**config.mk**
```make
export PLATFORM = sky130hd
export DESIGN_NAME = vna_root_div
export DESIGN_NICKNAME = d
export VERILOG_FILES = /design/src/hw/rtl/vna_pkg.sv /design/src/hw/rtl/vna_root_div.sv
export SDC_FILE = /design/constraint.sdc
export NUM_CORES = 1
export LEC_CHECK = 0
export ABC_AREA = 1
export BUFFER_PORTS_ARGS = -buffer_cell sky130_fd_sc_hd__buf_4
export CORE_MARGIN = 2
export CORE_UTILIZATION = 54
export DETAILED_ROUTE_END_ITERATION = 10
export PLACE_DENSITY = 0.76
export RECOVER_POWER = 25
export SLEW_MARGIN = 20
export SYNTH_ARGS = -nofsm -noshare
export SYNTH_HDL_FRONTEND = slang
export SYNTH_SLANG_ARGS = --single-unit
export TNS_END_PERCENT = 20
```
**constraint.sdc**
```tcl
create_clock -name clk -period 7.55 [get_ports clk]
set_input_delay 0.3775 -clock clk [delete_from_list [all_inputs] [get_ports clk]]
set_output_delay 0.3775 -clock clk [all_outputs]
set_load 0.005 [all_outputs]
```
**src/hw/rtl/vna_pkg.sv**
```systemverilog
`timescale 1ns / 1ps
// vna_pkg: shared types and constants of the vertex normal accumulator
// no dependencies; imported by the top level, the root/divide unit and the checker

package vna_pkg;

  // field widths
  localparam int IDX_W = 10;
  localparam int POS_W = 16;
  localparam int NRM_W = 24;

  // request codes
  localparam logic [1:0] REQ_LOAD   = 2'd0;
  localparam logic [1:0] REQ_TRI    = 2'd1;
  localparam logic [1:0] REQ_READ   = 2'd2;
  localparam logic [1:0] REQ_UNUSED = 2'd3;

  // iteration counts of the shared compare-subtract unit
  localparam int SQRT_STEPS = 31;
  localparam int DIV_STEPS  = 15;

  // control from the sequencer to the root/divide unit
  typedef struct packed {
    logic start;
    logic is_div;
  } vna_unit_ctl_t;

endpackage

```
**src/hw/rtl/vna_root_div.sv**
```systemverilog
`timescale 1ns / 1ps
// vna_root_div: shared bit-serial unit for integer square root and division
// depends on vna_pkg (unit control struct, step counts)

module vna_root_div import vna_pkg::*; (
  input  logic          clk,
  input  logic          rst,
  input  vna_unit_ctl_t ctl,
  input  logic [61:0]   operand,
  input  logic [30:0]   divisor,
  output logic          done,
  output logic [30:0]   result
);

  logic        busy;
  logic        is_div;
  logic [33:0] rem;
  logic [61:0] bits;
  logic [30:0] root;
  logic [4:0]  steps;
  logic [33:0] cand;
  logic [33:0] trial;
  logic        ge;

  // one compare-subtract step, shared by both modes
  always_comb begin
    if (is_div) begin
      cand  = {rem[32:0], bits[61]};
      trial = {3'b000, divisor};
    end else begin
      cand  = {rem[31:0], bits[61:60]};
      trial = {1'b0, root, 2'b01};
    end
    ge = (cand >= trial);
  end

  // step sequencing
  always_ff @(posedge clk) begin
    if (rst) begin
      busy <= 1'b0;
      done <= 1'b0;
    end else begin
      done <= 1'b0;
      if (ctl.start) begin
        busy   <= 1'b1;
        is_div <= ctl.is_div;
        root   <= '0;
        if (ctl.is_div) begin
          rem   <= {4'b0000, operand[44:15]};
          bits  <= {operand[14:0], 47'b0};
          steps <= 5'(DIV_STEPS - 1);
        end else begin
          rem   <= '0;
          bits  <= operand;
          steps <= 5'(SQRT_STEPS - 1);
        end
      end else if (busy) begin
        bits <= is_div ? {bits[60:0], 1'b0} : {bits[59:0], 2'b00};
        rem  <= ge ? (cand - trial) : cand;
        root <= {root[29:0], ge};
        if (steps == 5'd0) begin
          busy <= 1'b0;
          done <= 1'b1;
        end else begin
          steps <= steps - 5'd1;
        end
      end
    end
  end

  assign result = root;

endmodule

```
==> results.py <==
metrics = {
    "run_status": {
        "outcome": "complete, but fails checks",
        "violations": "capacitance limit, slew limit",
    },
    "sta": {
        "hold_violations": 0,
        "tns_ns": 0,
        "rsz0062_at_grt": "no",
        "clock_skew_ns": 0.0109,
        "finalMaxSlewViolations": 55,
        "finalSetupViolCount": 0,
        "fmax_mhz": 221,
        "finalCritPeriodShare_pct": 60.0,
        "hold_ws_ns": 0.147,
        "tightest_slew_ns": 1.79,
        "slew_headroom_pct": -19.2,
        "period_needed_ns": 4.53,
    },
    "grt": {
        "grt_overflow": 0,
        "grt_start_max_net_pins": 101,
        "grt_pass1_vias": 8657,
        "grt_pass1_wl_um": 43000,
        "antenna_found_initial": 0,
        "grt_usage_pct": 27.5,
    },
    "critical_path": {
        "cp.arrival_ns": 4.71,
        "crit_end": "rem[27]",
        "start_kind": "flop",
        "critPathSlowestCell": "clkinv_2",
        "crit_top_cell": "nand2_1",
        "cp-end-kind": "flop",
        "cp.required_ns": 7.73,
        "setup.worst_path.class": "flop to flop",
        "crit_start": "is_div",
        "regToRegStartpoint": "is_div",
        "crit_chain": "clkinv_2 > buf_4 > o21ai_0 > ha_1 > a21oi_1 > nor2_1 > o211ai_1 > inv_1 > nor2_2 > buf_4 > nand2_4 > nand2_1 > nand2_1 > nand2_1 > nand2_1",
        "crit_fanout": 80,
        "max_stage_delay_ns": 0.66,
        "reg2reg_slack_ns": 3.02,
        "regToRegEndpoint": "rem[27]",
        "worst-r2r-cell-count": 15,
    },
    "floorplanning": {
        "core_um2": 18500,
        "die_w_um": 141,
        "rows": 50,
        "die_h_um": 141,
        "die_area_um2": 19800,
        "floorplan.initialDensity_pct": 54.6,
        "io_pins": 129,
    },
    "logic_synthesis": {
        "yosysWarnings": 0,
        "postSynthCellCount": 1404,
        "syn_area_per_cell_um2": 7.20,
        "ys_types": 41,
        "synth_ff_type": "edfxtp_1",
        "synth_seq_area_share_pct": 39.6,
        "synth_edf_count": 132,
        "syn_nets": 1536,
        "syn_area_um2": 10100,
        "synthArstFlopShare_pct": 0,
        "ys_seq_elements": 134,
    },
    "clocking": {
        "clockBufferDepth": 2,
        "cts_made_buffers": 17,
        "clk_latency_ns": 0.43,
        "htreeDepth": 4,
        "cts_root_buf": "clkbuf_16",
        "post_cts_buffers": 0,
        "clock_sinks": 134,
        "cts_hold_buf": 0,
        "cts_resized": 0,
        "tritoncts": "built",
        "clk_pin_slew_ns": 0.06,
    },
    "detailed_routing": {
        "routed_wl_um": 27000,
        "drc": 0,
        "vias_per_cell": 5.29,
        "postRouteAntennaNets": 0,
        "first_iter_violations": 734,
        "firstDrtPassIters": 5,
        "dr_total_vias": 9233,
        "wire_per_inst_um": 15.5,
    },
    "pwr": {
        "leakagePower_nw": 5.86,
        "ir_worst_vdd_mv": 0.173,
        "powerDensity_nw_per_um2": 220,
    },
    "flow_run": {
        "maxCapViolCount": 1,
    },
    "finish": {
        "fin_cells": 1746,
        "syn2layout_area_growth_pct": 15.8,
        "regArea_um2": 4000,
        "num-nets-final": 1631,
        "layout-drive-gt1-share_pct": 15.7,
        "multiInputGateArea_um2": 4780,
        "fillers": 1712,
        "antenna_cells": 0,
    },
    "hold_path": {
        "min_path_type": "input pin to flop",
    },
    "placed_design": {
        "dp_cells": 1713,
        "place.gp.congestion": 1.03,
        "io_buffers": 128,
        "dp_hpwl_um": 19900,
    },
}
## metrics by stage
| stage | instance area (µm²) | util (%) | setup slack [ns] | power [W] |
|---|---|---|---|---|
| floorplan | 10100 | - | 2.51 | 0.00154 |
| global placement | 11100 | 60.1 | 3.14 | 0.00175 |
| detailed placement | 11100 | 60.1 | 3.05 | 0.00176 |
| CTS | 11700 | 63.1 | 3.03 | 0.00257 |
| global route | 11700 | 63.3 | 2.53 | 0.00272 |
| finish | 11700 | 63.3 | 3.02 | 0.00258 |
## layout by cell type, fill, tap and decap left out, types with 8 or more instances in the layout
| master | Yosys | routed |
|---|---|---|
| o21ai_0 | 113 | 113 |
| nand3b_1 | 8 | 8 |
| buf_4 | 4 | 103 |
| o22ai_1 | 45 | 45 |
| nor2_1 | 86 | 86 |
| o211ai_1 | 15 | 15 |
| clkbuf_16 | 0 | 17 |
| nand3_1 | 59 | 59 |
| edfxtp_1 | 132 | 132 |
| a21oi_1 | 28 | 27 |
| xnor2_1 | 10 | 10 |
| nand3_2 | 24 | 24 |
| clkbuf_4 | 0 | 32 |
| ha_1 | 34 | 34 |
| inv_1 | 271 | 272 |
| o221ai_1 | 15 | 15 |
| or2_2 | 28 | 27 |
| nand2_1 | 429 | 429 |
## area by class of cell
type | instances | area share (%)
clock buffers | 17 | 3.63
clock inverters | 15 | 1.15
inverters | 274 | 8.79
multi-input cells | 935 | 40.8
flip-flops and latches | 134 | 34.2
well taps | 234 | 2.50
repair buffers | 137 | 8.92
## power breakdown
| group | switching (W) | total, W | internal (W) |
|---|---|---|---|
| Clock | 0.000374 | 0.000809 | 0.000434 |
| Combinational | 0.000544 | 0.000840 | 0.000296 |
| Sequential | 0.0000239 | 0.000927 | 0.000903 |
| Total | 0.000942 | 0.00258 | 0.00163 |
## cells in the mapped netlist, types with 24 or more instances
library cell	n	area [µm²]
a21oi_1	28	140
ha_1	34	425
inv_1	271	1020
clkbuf_1	43	161
nand3_1	59	295
or2_2	28	175
o22ai_1	45	282
nand2_1	429	1610
edfxtp_1	132	3960
nor2_1	86	323
nand3_2	24	240
o21ai_0	113	566
## cells by family (layout without fill, tap and decap cells)
family	Yosys count	in the layout	synth area share [%]
buf+inv	335	443	13.2
compound gates	226	226	12.9
fa+ha+maj	35	35	4.40
mux	1	1	0.0990
simple gates	658	658	28.5
flops	134	134	39.6
xor+xnor	15	15	1.30
## per-layer routing
metal  GRT usage, %  vias up  share of wire [%]
met3           4.48       37                5.8
met1           37.0     4209                 45
met4           11.8        0                3.4
li1               -     4697                  -
met5              0        -                  0
met2           44.4      290                 46
## registers in the layout (all words and copies together) (netlist names)
signal and flops:
bits 62, rem 33, result 31, steps 5, busy 1, done 1, is_div 1
## worst max-delay path, delay by kind of cell (launching register included)
family | cells | cell delay, ns
buffers and inverters | 4 | 1.69
AND/OR/NAND/NOR | 7 | 1.01
AO/OA/AOI/OAI | 3 | 0.74
flip-flops | 1 | 0.37
adder cells (fa/ha/maj) | 1 | 0.36
## worst min-delay path by stage
stage          startpoint    to  slack [ns]  cells after the start
2_1_floorplan        busy  done        0.44                      2
3_3_place_gp         busy  done        0.49                      2
3_5_place_dp         busy  done        0.51                      2
4_1_cts               rst  done        0.14                      2
5_1_grt               rst  done        0.15                      2
6_report              rst  done        0.15                      2
Power figures use the tool's default switching activity.
